--- src/rtl/core/dlms_ram.sv ---
// dlms_ram: generic single write port, single read port ram, registered read
// no dependencies

module dlms_ram #(
    parameter int WIDTH = 32,
    parameter int DEPTH = 16,
    parameter int AW    = (DEPTH > 1) ? $clog2(DEPTH) : 1
) (
    input  logic             aclk,
    input  logic             we,
    input  logic [AW-1:0]    waddr,
    input  logic [WIDTH-1:0] wdata,
    input  logic [AW-1:0]    raddr,
    output logic [WIDTH-1:0] rdata
);

    logic [WIDTH-1:0] mem [DEPTH];
    logic [WIDTH-1:0] rdata_reg;

    always_ff @(posedge aclk) begin
        if (we) begin
            mem[waddr] <= wdata;
        end
        rdata_reg <= mem[raddr];
    end

    assign rdata = rdata_reg;

endmodule

--- config.mk ---
export PLATFORM = sky130hd
export DESIGN_NAME = dlms_ram
export DESIGN_NICKNAME = d
export VERILOG_FILES = /design/src/rtl/core/dlms_ram.sv
export SDC_FILE = /design/constraint.sdc
export NUM_CORES = 1
export LEC_CHECK = 0
export BUFFER_PORTS_ARGS = -buffer_cell sky130_fd_sc_hd__buf_2
export CORE_MARGIN = 2
export CORE_UTILIZATION = 61
export DETAILED_ROUTE_END_ITERATION = 10
export MAX_ROUTING_LAYER = met4
export PLACE_DENSITY = 0.81
export SETUP_SLACK_MARGIN = 0.05
export SLEW_MARGIN = 20
export SYNTH_ARGS = -nofsm -noshare
export SYNTH_HDL_FRONTEND = slang
export SYNTH_SLANG_ARGS = --single-unit
--- constraint.sdc ---
create_clock -name aclk -period 4.05 [get_ports aclk]
set_input_delay 0.405 -clock aclk [delete_from_list [all_inputs] [get_ports aclk]]
set_output_delay 0.405 -clock aclk [all_outputs]
set_load 0.05 [all_outputs]
# Word-level counts from Yosys, hierarchy flattened
# Memory sizes are Yosys's and may differ from the RTL's. A register that Yosys moved wholly into a read port is not among the register bits.
# Index checks and enable logic that the tools add are counted.
word_totals:
  latch_bits: 0
  regBits: 0
  memories: 1
  out_inout_bits: 32
  mem_bits_ro: 0
  elab_cells: 3
  ramBits: 512
memory_table:
  columns: ["name", "words", "width", "rd", "rd_ports_with_merged_regs", "wr", "line_no", "source"]
  rows:
  - ["mem", 16, 32, 1, 1, 1, "17", "logic [WIDTH-1:0] mem [DEPTH];"]
classes:
  order_cmp: 0
  n_bitwise: 0
  mul: 0
  n_mux: 2
  n_addsub: 0
  shift: 0
  n_div: 0
  n_eq_ne: 0
  reduce_logical: 0
op_table:
  columns: ["operator", "count"]
  rows:
  - ["$mux 1", 2]

# Longest topological paths before layout
logic_depth:
  ltp_word: 2
  mapped_depth: 5
  mapped_depth_nobuf: 3

# Worst setup path before layout
# No wires, ideal clock.
synth_timing:
  path_kind: "input to register"
  startpoint: "in waddr[2]"
  endpoint: "mem mem[0][0], enable pin"
  stages: 2
  required_ps: 3589
  setup_ps: 461
  n_path_buf: 0
  arrival_ps: 3123
  slack_ps: 465
  path_cell_list: "or3b_2 -> nor3_1"
synth_rtl:
  columns: ["element", "line_no", "source"]
  rows:
  - ["start, declared", "11", "input logic [AW-1:0] waddr,"]
  - ["end, declared", "17", null]
# Straight into the memory's write port.

# Worst setup path after layout
layout_timing:
  startpoint: "in waddr[2]"
  endpoint: "mem mem[9][1], enable pin"
# Straight into the memory's write port.

==> flow_summary.toml <==
[final_layout]
fill_cells = 1795
areaGrowthSynthToFinish_pct = 14.71
finalNetCount = 993
number_of_flip_flops_in_the_largest_register = 512
multi_input_area_sq_um = 3750
final-instance-count-excl-fill = 1440
finalCoreUtilization = 0.7053
layout-drive-gt1-share = 0.3330
footprint_of_the_flip_flops_and_latches_sq_um = 16020

[clock_network]
cts.repair_timing.setup_buffer_count = 0
ctsResizeCount = 0
clk_pin_slew_ns = 0.06
hold_buffers = 0
clockRootBuffer = "clkbuf_16"
cts_made_buffers = 51
numClockSinks = 544
deepest_level_of_the_cts_h_tree = 2
tritoncts = "built"
worst_skew_pair.late_latency_ns = 0.56
clock_path_buffers = 3

[power]
max-vdd-ir-drop_mv = 0.5049
cell_leakage_power_nw = 7.364
cell_internal_pwr_w = 0.009219
power-per-cell-area_nw_per_um2 = 513.7
fraction_of_power_spent_switching_nets = 0.2120
seq_power_share = 0.542
power.combinational.fraction = 0.058
clock_power_share = 0.400
net-switching-power_w = 0.002480

[critical_path]
rrSetupSlack_ns = 2.56
critical_path.endpoint = "mem[9][1]"
r2r_start = "mem[3][29]"
crit_type = "input port to register"
path_max_fanout = 20
r2r_cells = 3
crit_path_start = "waddr[2]"
crit_path_start_kind = "input port"
worst_r2r_endpoint = "rdata[29]"
worstPathArrival_ns = 2.21
worst_ep_required_time_ns = 4.29
critPathCaptureType = "register"

[grt]
overflow = 0
global_route.usage.total = 0.2601
grt_max_degree = 65
first_pass_grt_wire_length_um = 60950
first_global_vias = 9641
antenna_found_initial = 4

[route]
postRouteWirelength_um = 41650
vias_per_cell = 6.417
detail_route.iter0.violations = 974
detailroute.via_count = 9240
detailed_route_drc_error_count = 0
ant_nets = 0
drt_pre_antenna_iters = 5
detail_route.wl_per_cell_um = 28.93

[die]
die_width_um = 184.4
floorplan.die_area_sq_um = 34010
placeableCoreArea_sq_um = 32290
start_util = 0.6149
row_count = 66
chipHeight_um = 184.4
pin_count = 74

[yosys]
synthDominantAreaCellType = "edfxtp_1"
sequential_element_share_of_the_synthesized_area = 0.8067
synthCells = 838
post_synth.cell_area_avg_sq_um = 23.69
syn_std_cell_area_sq_um = 19850
synth_warnings = 0
netlist.area_leader.share = 0.7744
synth.ff_latch_count = 544
synth.top_cells.by_area = "edfxtp_1 (77%), mux4_2 (15%), dfxtp_1 (3.2%), a22oi_1 (2.4%), nand2_1 (0.62%)"
yosysUniqueCellTypes = 18
syn-num-nets = 880

[min_path]
hold_path.class = "input port to register"

[sta]
hold_viol = 0
finalSetupTns_ns = 0
rsz0062_at_grt = "false"
period_share = 0.4848
slew_violations = 0
min_period_ns = 1.964
max_freq_mhz = 509.3
largest_clock_skew_in_the_final_design_ns = 0.01691
setup_viol = 0
slew-limit-headroom = 0.2616
worst-slew-pin-transition_ns = 1.105

[placed_design]
routability_cong = 0.7656
placed_cells = 1336
portBuffers = 73
post-dp-hpwl_um = 21870

[outcome]
status = "finished clean"

[flow_run]
timing.max_cap.violations = 0
==> synth_stat cells <==
library cell,number
a22oi_1,64
nor3_1,4
nand2_1,33
edfxtp_1,512
clkbuf_1,17
buf_6,2
nand3b_1,2
buf_1,9
nor2_1,13
nand3_1,1
dfxtp_1,32
buf_4,11
and2_1,1
nand2b_1,2
buf_2,4
or3b_2,1
mux4_2,128
nor2b_1,2
==> worst min path at each step <==
| stage | start | to | slack (ns) | cells past startpoint |
|---|---|---|---|---|
| finish | wdata[22] | mem[4][22] | 0.22 | 1 |
| global route | wdata[13] | mem[1][13] | 0.22 | 1 |
| CTS | wdata[22] | mem[4][22] | 0.20 | 1 |
| detailed placement | mem[14][6] | rdata[6] | 0.65 | 3 |
| global placement | mem[15][6] | rdata[6] | 0.65 | 3 |
| floorplan | wdata[0] | mem[0][0] | 0.50 | 0 |
==> worst max-delay path, stage by stage <==
cell	delay, ns
buf_2	0.12
nand3b_1	0.37
nor2_4	0.90
buf_4	0.40
==> logic make-up after synthesis <==
family | Yosys count | synth area share
multiplexers | 128 | 0.1452
AO/OA/AOI/OAI | 64 | 0.02420
buffers and inverters | 43 | 0.01122
AND/OR/NAND/NOR | 59 | 0.01273
flip-flops | 544 | 0.8067
==> routing by layer <==
layer | vias to the layer above | global-route usage | wire length [um]
li1 | 3809 | - | -
met1 | 4821 | 0.3420 | 15240
met2 | 506 | 0.4186 | 21610
met3 | 104 | 0.04821 | 3393
met4 | 0 | 0.08864 | 1406
met5 | - | - | 0
==> metrics by stage <==
| stage | total power (W) | worst slack, ns | hold slack, ns | cell area, sq um |
|---|---|---|---|---|
| after global placement | 0.007096 | 1.545 | 0.6466 | 20890 |
| after detailed placement | 0.007124 | 1.517 | 0.6529 | 21000 |
| final | 0.01170 | 2.086 | 0.2218 | 22770 |
| after CTS | 0.01174 | 2.066 | 0.2046 | 22660 |
| after floorplan | 0.006877 | 0.4654 | 0.5039 | 19850 |
| after global routing | 0.01201 | 1.990 | 0.2173 | 22770 |
==> layout make-up <==
cell class | instances | share of cell area
antenna | 4 | 0.0004395
clock buffer | 72 | 0.06351
clock inverter | 24 | 0.009669
multi-input combinational | 251 | 0.1647
sequential | 544 | 0.7032
tap | 442 | 0.02428
timing repair buffer | 103 | 0.03423
==> power groups by stage <==
stage	logic, W	clock network [W]	registers (W)
global placement	0.000648	0	0.00645
detailed placement	0.000667	0	0.00646
floorplan	0.000302	0	0.00657
CTS	0.000673	0.00473	0.00634
finish	0.000676	0.00468	0.00634
global route	0.000717	0.00494	0.00635
==> layout by cell type, fill, tap and decap left out, drive strengths merged <==
cell type and instances:
diode 4, dfxtp 32, inv 2, nor2b 2
mux4 128, nand3b 2, nand2b 2, and2 1
clkbuf 73, bufinv 3, nand3 1, nor3 4
buf 102, a22oi 64, edfxtp 512, clkinv 19
nand2 33, or3b 1, nor2 13
Note: power is estimated with default switching activity, not from simulation.
