--- src/rtl/core/dlms_pkg.sv ---
// dlms_pkg: shared types, codes and helpers for the dense layer engine
// no dependencies; imported by every module of the block but dlms_ram

package dlms_pkg;

    localparam int DATA_W     = 32;
    localparam int GAIN_W     = 16;
    localparam int GAIN_BITS  = 16;
    localparam int IDX_W      = 6;
    localparam int CFG_IDX_W  = 8;
    localparam int MUL_W      = 33;
    localparam int PROD_W     = 2 * MUL_W;
    localparam int ACC_W      = 64;
    localparam int DECAY_MULT = 2;

    typedef enum logic [2:0] {
        OP_INPUT,
        OP_GRAD,
        OP_WEIGHT,
        OP_BIAS,
        OP_FORWARD,
        OP_BACKPROP,
        OP_UPDATE,
        OP_CLEAR
    } opcode_t;

    typedef enum logic [1:0] {
        REG_LRATE,
        REG_MOMENTUM,
        REG_DECAY,
        REG_NESTEROV
    } reg_index_t;

    typedef enum logic [4:0] {
        ST_CLR,
        ST_IDLE,
        ST_WR_RD,
        ST_WR_WB,
        ST_ROW_RD,
        ST_ROW_DAT,
        ST_BIAS,
        ST_EL_RD,
        ST_EL_DAT,
        ST_LOOK,
        ST_MULX,
        ST_ACC,
        ST_EMIT,
        ST_UT,
        ST_US,
        ST_UM,
        ST_UK,
        ST_UW
    } state_t;

    typedef struct packed {
        logic signed [DATA_W-1:0] dw;
        logic signed [DATA_W-1:0] w;
    } wentry_t;

    typedef struct packed {
        logic signed [DATA_W-1:0] x;
        logic signed [DATA_W-1:0] g;
        logic signed [DATA_W-1:0] db;
        logic signed [DATA_W-1:0] b;
    } ventry_t;

    typedef struct packed {
        logic [GAIN_W-1:0] lr;
        logic [GAIN_W-1:0] mg;
        logic [GAIN_W-1:0] dg;
        logic [GAIN_W-1:0] ng;
    } gains_t;

    function automatic logic signed [DATA_W-1:0] sat32(input logic signed [ACC_W-1:0] v);
        logic signed [ACC_W-1:0] hi;
        logic signed [ACC_W-1:0] lo;
        hi = ACC_W'(64'sd2147483647);
        lo = ACC_W'(-64'sd2147483648);
        if (v > hi) begin
            return DATA_W'(hi);
        end else if (v < lo) begin
            return DATA_W'(lo);
        end
        return DATA_W'(v);
    endfunction

    function automatic logic signed [MUL_W-1:0] op_data(input logic signed [DATA_W-1:0] d);
        return {d[DATA_W-1], d};
    endfunction

    function automatic logic signed [MUL_W-1:0] op_gain(input logic [GAIN_W-1:0] g);
        return {{(MUL_W-GAIN_W){1'b0}}, g};
    endfunction

endpackage

--- src/rtl/core/dlms_mul.sv ---
// dlms_mul: shared signed multiplier with registered product
// depends on dlms_pkg

module dlms_mul (
    input  logic                                  aclk,
    input  logic signed [dlms_pkg::MUL_W-1:0]     a,
    input  logic signed [dlms_pkg::MUL_W-1:0]     b,
    output logic signed [dlms_pkg::PROD_W-1:0]    p
);
    import dlms_pkg::*;

    logic signed [PROD_W-1:0] p_reg;

    always_ff @(posedge aclk) begin
        p_reg <= a * b;
    end

    assign p = p_reg;

endmodule

--- config.mk ---
export PLATFORM = sky130hd
export DESIGN_NAME = dlms_mul
export DESIGN_NICKNAME = d
export VERILOG_FILES = /design/src/rtl/core/dlms_pkg.sv /design/src/rtl/core/dlms_mul.sv
export SDC_FILE = /design/constraint.sdc
export NUM_CORES = 2
export LEC_CHECK = 0
export BUFFER_PORTS_ARGS = -buffer_cell sky130_fd_sc_hd__buf_2
export CORE_ASPECT_RATIO = 0.75
export CORE_MARGIN = 1.5
export CORE_UTILIZATION = 60
export CTS_CLUSTER_DIAMETER = 200
export CTS_CLUSTER_SIZE = 8
export DETAILED_ROUTE_END_ITERATION = 8
export GPL_TIMING_DRIVEN = 0
export PLACE_DENSITY = 0.76
export SYNTH_ARGS = -nofsm -noshare
export SYNTH_HDL_FRONTEND = slang
export SYNTH_SLANG_ARGS = --single-unit
--- constraint.sdc ---
create_clock -name aclk -period 8.8 [get_ports aclk]
set_input_delay 0.44 -clock aclk [delete_from_list [all_inputs] [get_ports aclk]]
set_output_delay 0.44 -clock aclk [all_outputs]
set_load 0.005 [all_outputs]
Yosys cells after proc, flatten, opt, wreduce, memory -nomap -nowiden --
Cells that the tools add are included.
Word-level totals: flip-flop bits (word level) 66, bits of input ports 67, output and inout bits 66, word-level logic and storage cells 2
Operators by class: $mul 1
Operators with widths (count):
- multiplier 33 x 33 -> 66 bit | 1

Depth between registers and ports, before layout --
word-level depth 1, mapped depth 27, gate-level depth less buffers 26

Worst setup path after synthesis --
Ideal clock, no wire load.
path kind in2reg, start point in a[32] in the netlist's numbering, end point reg p_reg[62] (netlist: p[62]), setup time 79 ps, arrival time 7597 ps, required time 8721 ps, path slack 1124 ps, cell stages on the path 23, buffers on the path 2, path through clkbuf_1 > nand2_1 > inv_1 > fa_1 > fa_1 > fa_1 > fa_1 > fa_1 > fa_1 > fa_1 > inv_1 > fa_1 > inv_1 > ha_1 > clkbuf_1 > and3_1 > nand3_1 > nand2b_1 > a2111oi_4 > a211oi_4 > a21o_2 > a21o_1 > a211oi_2
Between the ends: word-level cells in the longest chain between the ends 1
RTL lines:
- from (decl) | RTL line dlms_mul.sv:6 | input logic signed [dlms_pkg::MUL_W-1:0] a,
- multiplier 33 x 33 -> 66 bit | RTL line dlms_mul.sv:15 | p_reg <= a * b;
- to (signal assigned) | RTL line dlms_mul.sv:15
- to (decl) | RTL line dlms_mul.sv:12 | logic signed [PROD_W-1:0] p_reg;
Every way passes these cells.

Worst setup path in the final report --
start point in b[27] in the netlist's numbering, end point reg p_reg[64] (netlist: p[64])
Between the ends: word-level cells in the longest chain between the ends 1
RTL lines:
- from (decl) | RTL line dlms_mul.sv:7 | input logic signed [dlms_pkg::MUL_W-1:0] b,
- multiplier 33 x 33 -> 66 bit | RTL line dlms_mul.sv:15
Every way passes these cells.

==> reports/metrics.cfg <==
[floorplanning]
chipHeight_um = 228.7
num_rows = 82
fp.dieArea_sq_um = 69480
start_util_pct = 60.80
die_width_um = 303.9
floorplan.core_area_sq_um = 67000
ios = 133

[drt]
drt-wirelength-per-cell_um = 29.79
vias = 31465
detail_route.vias_per_cell = 5.845
post-route-drc-count = 0
firstDrtPassIters = 5
drt-initial-drc-count = 3689
wl_mm = 160.3
final_antenna_net_count = 0

[grt]
grt_util_overall_pct = 48.44
grt_pass1_wl_mm = 233.8
overflow = 0
antenna_found_initial = 17
via_count_of_the_first_global_routing_pass = 32983
largest_net_degree_at_the_start_of_global_routing = 27

[yosys]
synth_warnings = 0
synth_async_sr_flop_share_pct = 0
synth.cell_area_sq_um = 40730
synthDistinctLibCells = 80
synth_top_flop_cell = sky130_fd_sc_hd__dfxtp_1
synth_fp_nets = 5767
sequential_fraction_of_the_synthesis_area_pct = 3.244
synth-seq-cells = 66
synth_enable_flop_cells = 0
postSynthCellCount = 4338
syn_area_per_cell_sq_um = 9.390

[finish]
num-nets-final = 5913
final_cell_mix = sky130_fd_sc_hd__fa_1 (1142), sky130_fd_sc_hd__inv_1 (1131), sky130_fd_sc_hd__and2_1 (562), sky130_fd_sc_hd__nand2_1 (551), sky130_fd_sc_hd__ha_1 (217)
final_layout_size_suffix_gt1_share_pct = 5.035
sequential_cell_area_in_the_final_layout_sq_um = 1321
flow.area_growth_from_synthesis_pct = 5.231
multi_input_comb_area_sq_um = 34320
most_common_cell_after_layout_fill_and_taps_aside = sky130_fd_sc_hd__fa_1
fill_cells = 5725
largest_reg_flops = 66

[clock_network]
clock_sink_count = 66
clock_tree.buffer_depth = 2
cts_tree = yes
cts_hold_buf = 0
clock_tree_root = sky130_fd_sc_hd__clkbuf_16
ctsHtreeMaxLevel = 3
clkSlewWorstSetupHoldPaths_ns = 0.06
numCtsBuffers = 9

[sta]
final_min_period_over_clock_period_pct = 98.09
worst_hold_slack_ns = 0.4424
slew_violations = 0
rsz0062_at_grt = no
layout_min_cycle_time_ns = 8.632
hold_viol_final = 0
timing.max_slew.rel_slack_pct = 9.894
achievable-frequency_mhz = 115.9
tightest_slew_ns = 1.352
report.final.setup_viol = 0

[placement]
io_buffer_count = 132
globalplace.congestion = 1.085
place_hpwl_mm = 135.5

[job]
max_cap_viols = 0

[setup_path]
crit_path_end_kind = flip-flop
crit_path_start_kind = primary input
timing.critical_path.required_ns = 9.07
worstSetupPathType = primary input to flip-flop
timing.critical_path.fanout_max = 10
timing.critical_path.arrival_ns = 8.90

[min_path]
min-delay-path-class = primary input to flip-flop

[status]
status = completed

-- metal layers --
metal | up-vias | wire [um] | GRT usage (%)
met2 | 2459 | 57900 | 59.20
met3 | 342 | 33470 | 31.85
met4 | 6 | 5811 | 14.37
met1 | 16006 | 63040 | 68.52
li1 | 12652 | - | -
met5 | - | 116 | 0.9576
-- repair_timing --
item,4_1_cts,5_1_grt
pin swaps,0,1
setup endpoints to repair,5,19
gates resized for setup,1,70
cloned,0,0
buffers inserted,0,3
-- cell usage after synthesis (all sizes together) (3+ instances only) --
library cell	number	share of area, %
xnor2	43	0.92
nor3	7	0.086
or2	3	0.046
dfxtp	66	3.2
a21o	38	0.71
and2	563	8.7
nor2b	5	0.077
nor4	3	0.083
nand2b	12	0.18
a31oi	9	0.15
o31ai	7	0.25
clkbuf	208	1.9
nand4	12	0.20
o21bai	11	0.20
inv	1131	10
fa	1145	56
xor2	25	0.54
o211ai	5	0.13
nand2	551	5.1
o21a	6	0.11
a211oi	11	0.27
nor2	68	0.63
a21oi	61	0.80
buf	13	0.17
and4	5	0.11
a221oi	3	0.11
nand3	26	0.33
a21boi	3	0.083
or3	3	0.046
o21ai	33	0.42
ha	217	6.7
and3	6	0.10
a211o	6	0.13
-- critical path, stage by stage --
cell and delay, ns:
sky130_fd_sc_hd__buf_2 0.28, sky130_fd_sc_hd__clkbuf_1 1.01, sky130_fd_sc_hd__nand2_1 0.20, sky130_fd_sc_hd__fa_1 0.58, sky130_fd_sc_hd__inv_1 0.05, sky130_fd_sc_hd__fa_1 0.62, sky130_fd_sc_hd__fa_1 0.50, sky130_fd_sc_hd__fa_1 0.74
sky130_fd_sc_hd__fa_1 0.53, sky130_fd_sc_hd__fa_1 0.49, sky130_fd_sc_hd__fa_1 0.51, sky130_fd_sc_hd__inv_1 0.05, sky130_fd_sc_hd__fa_1 0.48, sky130_fd_sc_hd__inv_1 0.04, sky130_fd_sc_hd__ha_1 0.38, sky130_fd_sc_hd__nand4_1 0.18
sky130_fd_sc_hd__nor2_1 0.28, sky130_fd_sc_hd__nand2_1 0.15, sky130_fd_sc_hd__nor3_1 0.56, sky130_fd_sc_hd__o311ai_4 0.29, sky130_fd_sc_hd__nand3_2 0.19, sky130_fd_sc_hd__a211oi_1 0.09, sky130_fd_sc_hd__a311oi_1 0.26
-- through the flow --
step / instances / utilization, % / instance area [sq um] / worst slack (ns) / setup TNS, ns
final: 5383 / 63.98 / 42860 / 0.1683 / 0
after global routing: 5378 / 63.96 / 42850 / 0.0007079 / 0
after global placement: 5352 / 63.43 / 42500 / -0.5098 / -3.759
after detailed placement: 5352 / 63.43 / 42500 / -0.4786 / -3.997
after floorplan: 4338 / - / 40730 / 1.124 / 0
after CTS: 5368 / 63.84 / 42770 / 0.005119 / 0
-- logic make-up (layout without fill, tap and decap cells) --
kind of cell	after synthesis	count (layout)	share of synthesized area [%]
and+or+nand+nor	1271	1271	15.78
xor gates and xnor gates	68	68	1.462
buffers and inverters	1352	1503	12.51
other	0	12	0
AOI/OAI and AO/OA	219	219	4.067
adders and majority gates	1362	1362	62.94
DFF	66	66	3.244
-- final timing paths --
path	from	endpoint	slack [ns]	cells past startpoint
setup / recovery	b[27]	p[64]	0.17	23
hold / removal	a[0]	p[0]	0.44	2
-- cell type report --
class                           count  area share, %
Clock buffer                       10         0.5342
Multi-Input combinational cell   2920          80.08
Clock inverter                      6        0.09632
Inverter                         1131          9.904
Sequential cell                    66          3.082
Buffer                            221          2.070
Timing Repair Buffer              135          1.594
Antenna cell                       12        0.07005
Tap cell                          882          2.575
Power is left out: the tool's default activity adds up to more than one toggle a clock period on the data nets, which glitch-free logic cannot reach.
