### config.mk
export PLATFORM = sky130hd
export DESIGN_NAME = dlms_ctrl
export DESIGN_NICKNAME = d
export VERILOG_FILES = /design/src/rtl/core/dlms_pkg.sv /design/src/rtl/core/dlms_ctrl.sv
export SDC_FILE = /design/constraint.sdc
export NUM_CORES = 2
export LEC_CHECK = 0
export BUFFER_PORTS_ARGS = -buffer_cell sky130_fd_sc_hd__buf_2
export CELL_PAD_IN_SITES_DETAIL_PLACEMENT = 1
export CELL_PAD_IN_SITES_GLOBAL_PLACEMENT = 1
export CORE_UTILIZATION = 45
export CTS_BUF_LIST = sky130_fd_sc_hd__clkbuf_4 sky130_fd_sc_hd__clkbuf_8
export DETAILED_ROUTE_END_ITERATION = 8
export MAX_ROUTING_LAYER = met4
export PLACE_DENSITY_LB_ADDON = 0.1
export SLEW_MARGIN = 5
export SYNTH_ARGS = -nofsm -noshare
export SYNTH_HDL_FRONTEND = slang
export SYNTH_SLANG_ARGS = --single-unit
### constraint.sdc
create_clock -name aclk -period 7.7 [get_ports aclk]
set_input_delay 0.77 -clock aclk [delete_from_list [all_inputs] [get_ports aclk]]
set_output_delay 0.77 -clock aclk [all_outputs]
set_load 0.01 [all_outputs]
### src/rtl/core/dlms_pkg.sv
// dlms_pkg: shared types, codes and helpers for the dense layer engine
// no dependencies; imported by every module of the block but dlms_ram

package dlms_pkg;

    localparam int DATA_W     = 32;
    localparam int GAIN_W     = 16;
    localparam int GAIN_BITS  = 16;
    localparam int IDX_W      = 6;
    localparam int CFG_IDX_W  = 8;
    localparam int MUL_W      = 33;
    localparam int PROD_W     = 2 * MUL_W;
    localparam int ACC_W      = 64;
    localparam int DECAY_MULT = 2;

    typedef enum logic [2:0] {
        OP_INPUT,
        OP_GRAD,
        OP_WEIGHT,
        OP_BIAS,
        OP_FORWARD,
        OP_BACKPROP,
        OP_UPDATE,
        OP_CLEAR
    } opcode_t;

    typedef enum logic [1:0] {
        REG_LRATE,
        REG_MOMENTUM,
        REG_DECAY,
        REG_NESTEROV
    } reg_index_t;

    typedef enum logic [4:0] {
        ST_CLR,
        ST_IDLE,
        ST_WR_RD,
        ST_WR_WB,
        ST_ROW_RD,
        ST_ROW_DAT,
        ST_BIAS,
        ST_EL_RD,
        ST_EL_DAT,
        ST_LOOK,
        ST_MULX,
        ST_ACC,
        ST_EMIT,
        ST_UT,
        ST_US,
        ST_UM,
        ST_UK,
        ST_UW
    } state_t;

    typedef struct packed {
        logic signed [DATA_W-1:0] dw;
        logic signed [DATA_W-1:0] w;
    } wentry_t;

    typedef struct packed {
        logic signed [DATA_W-1:0] x;
        logic signed [DATA_W-1:0] g;
        logic signed [DATA_W-1:0] db;
        logic signed [DATA_W-1:0] b;
    } ventry_t;

    typedef struct packed {
        logic [GAIN_W-1:0] lr;
        logic [GAIN_W-1:0] mg;
        logic [GAIN_W-1:0] dg;
        logic [GAIN_W-1:0] ng;
    } gains_t;

    function automatic logic signed [DATA_W-1:0] sat32(input logic signed [ACC_W-1:0] v);
        logic signed [ACC_W-1:0] hi;
        logic signed [ACC_W-1:0] lo;
        hi = ACC_W'(64'sd2147483647);
        lo = ACC_W'(-64'sd2147483648);
        if (v > hi) begin
            return DATA_W'(hi);
        end else if (v < lo) begin
            return DATA_W'(lo);
        end
        return DATA_W'(v);
    endfunction

    function automatic logic signed [MUL_W-1:0] op_data(input logic signed [DATA_W-1:0] d);
        return {d[DATA_W-1], d};
    endfunction

    function automatic logic signed [MUL_W-1:0] op_gain(input logic [GAIN_W-1:0] g);
        return {{(MUL_W-GAIN_W){1'b0}}, g};
    endfunction

endpackage

### src/rtl/core/dlms_ctrl.sv
// dlms_ctrl: sequencer and datapath; read-modify-write over the weight and vector rams
// depends on dlms_pkg; drives dlms_ram and dlms_mul instances in the top level

module dlms_ctrl #(
    parameter int IN_SIZE   = 16,
    parameter int OUT_SIZE  = 16,
    parameter int FRAC_BITS = 16,
    parameter int WA        = 8,
    parameter int VA        = 4
) (
    input  logic                                 aclk,
    input  logic                                 aresetn,
    input  logic                                 s_valid,
    output logic                                 s_ready,
    input  dlms_pkg::opcode_t                    s_op,
    input  logic [dlms_pkg::IDX_W-1:0]           s_row,
    input  logic [dlms_pkg::IDX_W-1:0]           s_col,
    input  logic signed [dlms_pkg::DATA_W-1:0]   s_value,
    input  dlms_pkg::gains_t                     gains,
    output logic                                 m_valid,
    input  logic                                 m_ready,
    output logic signed [dlms_pkg::DATA_W-1:0]   m_value,
    output logic [dlms_pkg::IDX_W-1:0]           m_index,
    output logic                                 m_last,
    output logic                                 w_we,
    output logic [WA-1:0]                        w_waddr,
    output dlms_pkg::wentry_t                    w_wdata,
    output logic [WA-1:0]                        w_raddr,
    input  dlms_pkg::wentry_t                    w_rdata,
    output logic                                 v_we,
    output logic [VA-1:0]                        v_waddr,
    output dlms_pkg::ventry_t                    v_wdata,
    output logic [VA-1:0]                        v_raddr,
    input  dlms_pkg::ventry_t                    v_rdata,
    output logic signed [dlms_pkg::MUL_W-1:0]    mul_a,
    output logic signed [dlms_pkg::MUL_W-1:0]    mul_b,
    input  logic signed [dlms_pkg::PROD_W-1:0]   mul_p
);
    import dlms_pkg::*;

    localparam int WDEPTH = IN_SIZE * OUT_SIZE;
    localparam int VDEPTH = (IN_SIZE > OUT_SIZE) ? IN_SIZE : OUT_SIZE;

    state_t                   state_reg, state_next;
    opcode_t                  op_reg;
    logic [IDX_W-1:0]         row_reg, col_reg, r_reg, c_reg;
    logic signed [DATA_W-1:0] val_reg, tmp_reg, x_reg;
    logic [WA-1:0]            cnt_reg;
    logic                     bias_reg;
    logic signed [ACC_W-1:0]  acc_reg, s_reg, m_reg, k_reg, ms_reg;
    wentry_t                  wv_reg;
    ventry_t                  row_ent_reg;
    logic                     out_valid_reg;
    logic signed [DATA_W-1:0] out_value_reg;
    logic [IDX_W-1:0]         out_index_reg;
    logic                     out_last_reg;

    logic                     accept, can_load, clr_last, r_last, c_last;
    logic                     inner_last, outer_last, fwd;
    logic                     row_ok, col_ok;
    logic signed [ACC_W-1:0]  pf, pg, wnew;
    logic [WA-1:0]            waddr_rc, waddr_wr;
    logic signed [DATA_W-1:0] t_val;

    assign accept     = s_valid && s_ready;
    assign can_load   = !out_valid_reg || m_ready;
    assign clr_last   = (cnt_reg == WA'(WDEPTH - 1));
    assign r_last     = (r_reg == IDX_W'(OUT_SIZE - 1));
    assign c_last     = (c_reg == IDX_W'(IN_SIZE - 1));
    assign fwd        = (op_reg == OP_FORWARD);
    assign inner_last = fwd ? c_last : r_last;
    assign outer_last = fwd ? r_last : c_last;
    assign row_ok     = int'(s_row) < OUT_SIZE;
    assign col_ok     = int'(s_col) < IN_SIZE;
    assign pf         = ACC_W'(mul_p >>> FRAC_BITS);
    assign pg         = ACC_W'(mul_p >>> GAIN_BITS);
    assign t_val      = sat32(pf);
    assign wnew       = ACC_W'(wv_reg.w) + ms_reg - ACC_W'(DECAY_MULT) * k_reg;
    assign waddr_rc   = WA'(int'(r_reg) * IN_SIZE) + WA'(c_reg);
    assign waddr_wr   = WA'(int'(row_reg) * IN_SIZE) + WA'(col_reg);

    // next state
    always_comb begin
        state_next = state_reg;
        case (state_reg)
            ST_CLR:     if (clr_last) state_next = ST_IDLE;
            ST_IDLE: begin
                if (s_valid) begin
                    case (s_op)
                        OP_INPUT:    if (col_ok) state_next = ST_WR_RD;
                        OP_GRAD:     if (row_ok) state_next = ST_WR_RD;
                        OP_BIAS:     if (row_ok) state_next = ST_WR_RD;
                        OP_WEIGHT:   if (row_ok && col_ok) state_next = ST_WR_RD;
                        OP_FORWARD:  state_next = ST_ROW_RD;
                        OP_UPDATE:   state_next = ST_ROW_RD;
                        OP_BACKPROP: state_next = ST_EL_RD;
                        OP_CLEAR:    state_next = ST_CLR;
                        default:     state_next = ST_IDLE;
                    endcase
                end
            end
            ST_WR_RD:   state_next = ST_WR_WB;
            ST_WR_WB:   state_next = ST_IDLE;
            ST_ROW_RD:  state_next = ST_ROW_DAT;
            ST_ROW_DAT: state_next = fwd ? ST_BIAS : ST_EL_RD;
            ST_BIAS:    state_next = ST_EL_RD;
            ST_EL_RD:   state_next = ST_EL_DAT;
            ST_EL_DAT:  state_next = (op_reg == OP_UPDATE) ? ST_UT : ST_LOOK;
            ST_LOOK:    state_next = ST_MULX;
            ST_MULX:    state_next = ST_ACC;
            ST_ACC:     state_next = inner_last ? ST_EMIT : ST_EL_RD;
            ST_EMIT: begin
                if (can_load) begin
                    if (outer_last) begin
                        state_next = ST_IDLE;
                    end else begin
                        state_next = fwd ? ST_ROW_RD : ST_EL_RD;
                    end
                end
            end
            ST_UT:      state_next = ST_US;
            ST_US:      state_next = ST_UM;
            ST_UM:      state_next = ST_UK;
            ST_UK:      state_next = ST_UW;
            ST_UW: begin
                if (bias_reg) begin
                    state_next = r_last ? ST_IDLE : ST_ROW_RD;
                end else begin
                    state_next = c_last ? ST_US : ST_EL_RD;
                end
            end
            default:    state_next = ST_IDLE;
        endcase
    end

    // memory and multiplier controls
    always_comb begin
        s_ready = (state_reg == ST_IDLE);
        w_we    = 1'b0;
        w_waddr = waddr_rc;
        w_wdata = '0;
        w_raddr = waddr_rc;
        v_we    = 1'b0;
        v_waddr = VA'(r_reg);
        v_wdata = '0;
        v_raddr = VA'(r_reg);
        mul_a   = '0;
        mul_b   = '0;
        case (state_reg)
            ST_CLR: begin
                w_we    = 1'b1;
                w_waddr = cnt_reg;
                v_we    = int'(cnt_reg) < VDEPTH;
                v_waddr = VA'(cnt_reg);
            end
            ST_WR_RD: begin
                w_raddr = waddr_wr;
                v_raddr = (op_reg == OP_INPUT) ? VA'(col_reg) : VA'(row_reg);
            end
            ST_WR_WB: begin
                w_we      = (op_reg == OP_WEIGHT);
                w_waddr   = waddr_wr;
                w_wdata.w = val_reg;
                w_wdata.dw = w_rdata.dw;
                v_we      = (op_reg != OP_WEIGHT);
                v_waddr   = (op_reg == OP_INPUT) ? VA'(col_reg) : VA'(row_reg);
                v_wdata   = v_rdata;
                case (op_reg)
                    OP_INPUT: v_wdata.x = val_reg;
                    OP_GRAD:  v_wdata.g = val_reg;
                    OP_BIAS:  v_wdata.b = val_reg;
                    default:  v_wdata   = v_rdata;
                endcase
            end
            ST_ROW_DAT: begin
                mul_a = op_data(v_rdata.db);
                mul_b = op_gain(gains.ng);
            end
            ST_EL_RD: begin
                v_raddr = fwd || (op_reg == OP_UPDATE) ? VA'(c_reg) : VA'(r_reg);
            end
            ST_EL_DAT: begin
                if (op_reg == OP_UPDATE) begin
                    mul_a = op_data(row_ent_reg.g);
                    mul_b = op_data(v_rdata.x);
                end else begin
                    mul_a = op_data(w_rdata.dw);
                    mul_b = op_gain(gains.ng);
                end
            end
            ST_MULX: begin
                mul_a = op_data(tmp_reg);
                mul_b = op_data(x_reg);
            end
            ST_UT: begin
                mul_a = op_data(t_val);
                mul_b = op_gain(gains.lr);
            end
            ST_US: begin
                mul_a = op_data(wv_reg.dw);
                mul_b = op_gain(gains.mg);
            end
            ST_UM: begin
                mul_a = op_data(wv_reg.w);
                mul_b = op_gain(gains.dg);
            end
            ST_UW: begin
                w_we       = !bias_reg;
                w_wdata.w  = sat32(wnew);
                w_wdata.dw = sat32(ms_reg);
                v_we       = bias_reg;
                v_wdata.x  = row_ent_reg.x;
                v_wdata.g  = row_ent_reg.g;
                v_wdata.b  = sat32(wnew);
                v_wdata.db = sat32(ms_reg);
                mul_a      = op_data(row_ent_reg.g);
                mul_b      = op_gain(gains.lr);
            end
            default: begin
                mul_a = '0;
            end
        endcase
    end

    always_ff @(posedge aclk) begin
        if (!aresetn) begin
            state_reg     <= ST_CLR;
            cnt_reg       <= '0;
            bias_reg      <= 1'b0;
            out_valid_reg <= 1'b0;
        end else begin
            state_reg <= state_next;
            if (state_reg == ST_EMIT && can_load) begin
                out_valid_reg <= 1'b1;
            end else if (m_ready) begin
                out_valid_reg <= 1'b0;
            end
            case (state_reg)
                ST_CLR: cnt_reg <= cnt_reg + WA'(1);
                ST_IDLE: begin
                    cnt_reg  <= '0;
                    bias_reg <= 1'b0;
                end
                ST_UW: begin
                    if (bias_reg) begin
                        bias_reg <= 1'b0;
                    end else if (c_last) begin
                        bias_reg <= 1'b1;
                    end
                end
                default: bias_reg <= bias_reg;
            endcase
        end
    end

    // datapath registers
    always_ff @(posedge aclk) begin
        case (state_reg)
            ST_IDLE: begin
                if (accept) begin
                    op_reg  <= s_op;
                    row_reg <= s_row;
                    col_reg <= s_col;
                    val_reg <= s_value;
                end
                r_reg   <= '0;
                c_reg   <= '0;
                acc_reg <= '0;
            end
            ST_ROW_DAT: row_ent_reg <= v_rdata;
            ST_BIAS:    acc_reg <= ACC_W'(sat32(ACC_W'(row_ent_reg.b) + pg));
            ST_EL_DAT: begin
                wv_reg <= w_rdata;
                x_reg  <= fwd ? v_rdata.x : v_rdata.g;
            end
            ST_LOOK:    tmp_reg <= sat32(ACC_W'(wv_reg.w) + pg);
            ST_ACC: begin
                acc_reg <= acc_reg + pf;
                if (!inner_last) begin
                    if (fwd) begin
                        c_reg <= c_reg + IDX_W'(1);
                    end else begin
                        r_reg <= r_reg + IDX_W'(1);
                    end
                end
            end
            ST_EMIT: begin
                if (can_load) begin
                    out_value_reg <= sat32(acc_reg);
                    out_index_reg <= fwd ? r_reg : c_reg;
                    out_last_reg  <= outer_last;
                    if (fwd) begin
                        r_reg <= r_reg + IDX_W'(1);
                        c_reg <= '0;
                    end else begin
                        c_reg <= c_reg + IDX_W'(1);
                        r_reg <= '0;
                    end
                    acc_reg <= '0;
                end
            end
            ST_US: s_reg <= pg;
            ST_UM: m_reg <= pg;
            ST_UK: begin
                k_reg  <= pg;
                ms_reg <= m_reg - s_reg;
            end
            ST_UW: begin
                if (bias_reg) begin
                    r_reg <= r_reg + IDX_W'(1);
                    c_reg <= '0;
                end else if (c_last) begin
                    wv_reg.w  <= row_ent_reg.b;
                    wv_reg.dw <= row_ent_reg.db;
                end else begin
                    c_reg <= c_reg + IDX_W'(1);
                end
            end
            default: tmp_reg <= tmp_reg;
        endcase
    end

    assign m_valid = out_valid_reg;
    assign m_value = out_value_reg;
    assign m_index = out_index_reg;
    assign m_last  = out_last_reg;

    a_clr_done: assert property (@(posedge aclk) disable iff (!aresetn)
        (state_reg == ST_CLR && clr_last) |=> state_reg == ST_IDLE)
        else $error("clear pass did not end in idle");
    a_both_we: assert property (@(posedge aclk) disable iff (!aresetn)
        (w_we && v_we) |-> state_reg == ST_CLR)
        else $error("both rams written outside clear");
    a_last_idle: assert property (@(posedge aclk) disable iff (!aresetn)
        (state_reg == ST_EMIT && can_load && outer_last) |=> state_reg == ST_IDLE)
        else $error("sequencer kept running after last result");
    a_no_we_idle: assert property (@(posedge aclk) disable iff (!aresetn)
        (state_reg == ST_IDLE) |-> !(w_we || v_we))
        else $error("ram written while idle");

endmodule

# Yosys cells after proc, flatten, opt, wreduce, memory -nomap -nowiden
# Cells that the tools add are included.
[classes]
eq_ne = 46
n_reduce_logical = 26
magnitude_cmp = 15
n_mux = 97
addsub = 11
[op_table]
columns = ["operator", "count"]
rows = [
  ["32-bit 2-to-1 mux", 22],
  ["128-bit one-hot mux with 2 select lines", 1],
  ["64-bit one-hot mux with 2 select lines", 2],
  ["64-bit one-hot mux with 4 select lines", 1],
  ["33-bit one-hot mux with 7 select lines", 1],
  ["33-bit one-hot mux with 6 select lines", 1],
  ["64-bit by 32-bit > comparator with 1-bit output (second input constant)", 3],
  ["64-bit by 32-bit less-than comparator with 1-bit output (second input constant)", 3],
  ["64-bit 2-to-1 mux", 3],
  ["32-bit by 50-bit adder with 51-bit output", 2],
  ["51-bit by 32-bit > comparator with 1-bit output (second input constant)", 2],
  ["51-bit by 32-bit less-than comparator with 1-bit output (second input constant)", 2],
  ["5-bit one-hot mux with 17 select lines", 1],
  ["6-bit 2-to-1 mux", 12],
  ["33-bit 2-to-1 mux", 2],
  ["32-bit by 64-bit adder with 64-bit output", 1],
  ["64-bit by 50-bit adder with 64-bit output", 1],
  ["64-bit by 51-bit subtractor with 64-bit output", 1],
  ["50-bit by 50-bit subtractor with 51-bit output", 1],
  ["50-bit by 32-bit > comparator with 1-bit output (second input constant)", 1],
  ["50-bit by 32-bit less-than comparator with 1-bit output (second input constant)", 1],
  ["6-bit one-hot mux with 4 select lines", 2],
  ["5-bit by 4-bit == test with 1-bit output (second input constant)", 8],
  ["8-bit one-hot mux with 2 select lines", 2],
  ["other kinds (39)", 119],
]
[totals]
register_bits = 645
out_inout_bits = 325
input_bits = 373
word_cells = 221

# Depth between registers and ports, before layout
[logic_depth]
depth_word = 8
ltp_mapped = 20
ltp_nobuf = 17

# Worst setup path before layout
# No wires, ideal clock.
[synth_timing]
path_kind = "register to output"
from = "register wv_reg[31] (netlist name)"
to = "output port v_wdata[1] (netlist name)"
arrival_ns = 5.438
path_buffers = 3
path_stages_with_launch = 21
path_slack_ns = 1.492
path_cell_list = "edfxtp_1 -> inv_1 -> fa_1 -> inv_1 -> ha_1 -> buf_2 -> nand2_1 -> o21ai_0 -> a21boi_1 -> o311a_1 -> o21ai_0 -> o21ba_2 -> o21ai_1 -> o21ai_0 -> nand4b_1 -> or4_1 -> or4_1 -> buf_2 -> buf_6 -> a21boi_2 -> o22ai_1"
[synth_lines]
columns = ["item", "line_no", "source"]
rows = [
  ["start: declaration", "dlms_ctrl.sv:51", "wentry_t wv_reg;"],
  ["start signal: assignment", "dlms_ctrl.sv:273", "wv_reg <= w_rdata;"],
  ["end: declaration", "dlms_ctrl.sv:32", "output dlms_pkg::ventry_t v_wdata,"],
]

==> run_results.csv <==
group,metric,value,unit
hold_path,hold_end,"val_reg[6]",
cells_and_area,largest_reg_flops,128,
cells_and_area,final_cell_mix,"nand2_1, buf_2, edfxtp_1, o21ai_0, inv_1",
detailed_routing,drc_errors,0,
power_and_ir_drop,ir_drop,0.126,mV
setup_path,cp_max_fo,14,
global_route,grt_pass1_vias,42900,
synth,yosysTopAreaCellShare,0.412,
floorplanning,dieArea,0.101,mm²
placed_design,port_buffers,681,
detailed_routing,wl_per_cell,30.0,µm
setup_path,crit_family,"compound AO/OA/AOI/OAI gates",
synth,synth-async-reset-ratio,0,
power_and_ir_drop,leakage,22.8,nW
setup_path,slowest_delay,640,ps
cts,clk_latency,850,ps
placed_design,place.gp.congestion,1.01,
cts,cts_root_buf,"clkbuf_8",
setup_path,cp.buffers_inverters,4,
cts,cts_buffer_depth,3,
synth,synth_area,0.0450,mm²
detailed_routing,drt_iter0_markers,5056,
setup_path,r2r-start,"wv_reg[0]",
detailed_routing,vias_per_cell,6.30,
synth,synth_edf_count,617,
floorplanning,boundaryPins,698,
cells_and_area,drive_above_1_share,0.191,
synth,yosys.area.top_type,"edfxtp_1",
setup_path,ff2ff_path_depth,16,
floorplanning,rows,115,
hold_path,hold_path_class,"in -> reg",
job,max_cap_violations,0,
cts,clk_pin_slew_worst_paths,70,ps
cells_and_area,mostFrequentLayoutCell,"nand2_1",
timing,timing.final.hold_violations,0,
setup_path,worstReg2RegEnd,"tmp_reg[11]",
detailed_routing,drt_pass1_iterations,8,
detailed_routing,totalWireLength,207,mm
cts,ctsHtreeMaxLevel,3,
setup_path,cpMaxStageDelayCell,"or4_4",
outcome,outcome,"finished, final reports clean",
timing,rsz0062_at_grt,"no",
synth,netlist_instances,4852,
cells_and_area,areaGrowthSynthToFinish,16.2,%
power_and_ir_drop,powerDensity,153,mW/mm²
floorplanning,core_area,0.0987,mm²
synth,synth_cell_type_count,92,
global_route,gr-total-overflow,0,
setup_path,critPathLaunchType,"flip-flop",
hold_path,hold_path_depth,1,
timing,finalSetupTns,0,ps
synth,synth_ff_type,"edfxtp_1",
cts,cts_made_buffers,120,
timing,fin_crit,7460,ps
timing,slew-limit-headroom,0.184,
hold_path,hold_start,"s_value[6]",
global_route,gr-usage-all-layers,0.409,
placed_design,dp_hpwl,160,mm
synth,synth_area_leaders,"edfxtp_1, nand2_1, ha_1",
synth,yosysSeqAreaShare,0.418,
synth,ys.warnings.count,0,
floorplanning,die_x,318,µm
global_route,antenna_found_initial,31,
setup_path,r2r_slack,1990,ps
timing,min_period_over_period,0.969,
timing,setup_viol,0,
floorplanning,initial_utilization,0.456,
global_route,grt_max_degree,87,
setup_path,arrival,6690,ps
setup_path,crit_required,6930,ps
detailed_routing,num_vias,43500,
floorplanning,fp.dieH,318,µm
synth,syn-mean-instance-area,9.27,µm²
setup_path,crit_type,"reg -> out",
timing,fmax,0.134,GHz
detailed_routing,route.antenna.remaining_nets,0,
cells_and_area,layout.nets,6201,
setup_path,worstSetupEndpointType,"output port",
cells_and_area,nFillCells,11600,
synth,synth-seq-cells,632,
cts,cts_tree,"built",
synth,syn-num-nets,5553,
timing,tightest_slew,1220,ps
timing,slew_violations,0,
cells_and_area,design_area,0.0523,mm²
global_route,grt_pass1_wl,295,mm
setup_path,crit_chain,"inv_1, fa_1, inv_1, ha_1, a2111oi_2, o211ai_1, a21oi_1, nor4b_2, nor2_2, mux2i_1, a2111oi_0, a2111oi_0, nand3_1, or4_1, or4_4, buf_4, a21oi_2, o22ai_1, buf_2",
timing,fin_skew,64.2,ps
cts,cts_sinks,632,
placed_design,dpl_cell_area,0.0498,mm²
setup_path,critPathLaunch,"wv_reg[8]",
-- cells by family (layout without fill, tap and decap cells) --
logic type / after synthesis / in the layout / synth area share
AO/OA/AOI/OAI: 1362 / 1362 / 0.195
XOR/XNOR: 243 / 243 / 0.0473
adder cells (fa/ha/maj): 328 / 328 / 0.101
buffers and inverters: 537 / 1282 / 0.0455
flip-flops: 632 / 632 / 0.418
multiplexers: 163 / 163 / 0.0369
other: 0 / 20 / 0
AND/OR/NAND/NOR: 1587 / 1587 / 0.156
-- report_power, final --
group          switching, mW  internal (mW)  leakage, nW
Clock                   1.67           1.79         1.25
Sequential           0.00168           3.76         5.65
Combinational          0.507          0.275         15.9
-- Yosys cell counts (35+ instances only) --
cell type and instances:
clkbuf_1 195, and3_1 35, xor2_1 105, o22ai_1 38, nor3_1 55, a22oi_1 69
o21ai_0 357, o21bai_1 40, a221oi_1 39, inv_1 320, o21ai_1 41, ha_1 272
nor2_1 220, a211oi_1 41, xnor2_1 138, edfxtp_1 617, nand2b_1 41, nand3_1 88
nand4_1 62, a21o_1 130, fa_1 56, a21oi_1 319, mux2i_1 141, nor2b_1 38
nand2_1 909
-- stage by stage --
step,hold WS [ps],power (mW),instances,utilization,setup WS [ps]
4_1_cts,41.2,7.99,6882,0.529,59.1
3_5_place_dp,498,4.59,6663,0.505,599
3_3_place_gp,488,4.57,6663,0.505,655
2_1_floorplan,479,4.23,4852,-,1490
6_report,97.4,8.00,6904,0.530,241
5_1_grt,46.0,8.19,6903,0.530,64.9
-- per-layer routing --
metal | wire (µm) | GRT usage
met5 | 0 | -
met4 | 6030 | 0.119
met3 | 21400 | 0.0802
met2 | 92200 | 0.613
met1 | 87200 | 0.559
-- what timing repair did --
item                                    CTS  global route
gates resized for setup                   1            11
pin swaps                                 0             1
setup buffers                             0             2
endpoints found under the setup margin   42            41
hold buffers                              0             0
-- cell type report --
| class | instances | area (µm²) | area share |
|---|---|---|---|
| Antenna cell | 20 | 50.0 | 0.000957 |
| Clock buffer | 154 | 1940 | 0.0372 |
| Clock inverter | 65 | 434 | 0.00830 |
| Inverter | 320 | 1200 | 0.0230 |
| Multi-Input combinational cell | 3683 | 24300 | 0.465 |
| Sequential cell | 632 | 18800 | 0.360 |
| Tap cell | 1287 | 1610 | 0.0308 |
| Timing Repair Buffer | 743 | 3900 | 0.0746 |
-- worst max path at each step --
stage | cells after the start | end | slack [ps]
4_1_cts | 19 | v_wdata[30] | 60
5_1_grt | 19 | v_wdata[30] | 60
2_1_floorplan | 20 | v_wdata[1] | 1490
3_5_place_dp | 19 | v_wdata[30] | 600
6_report | 19 | v_wdata[30] | 240
3_3_place_gp | 19 | v_wdata[30] | 660
(Power assumes the default switching activity.)
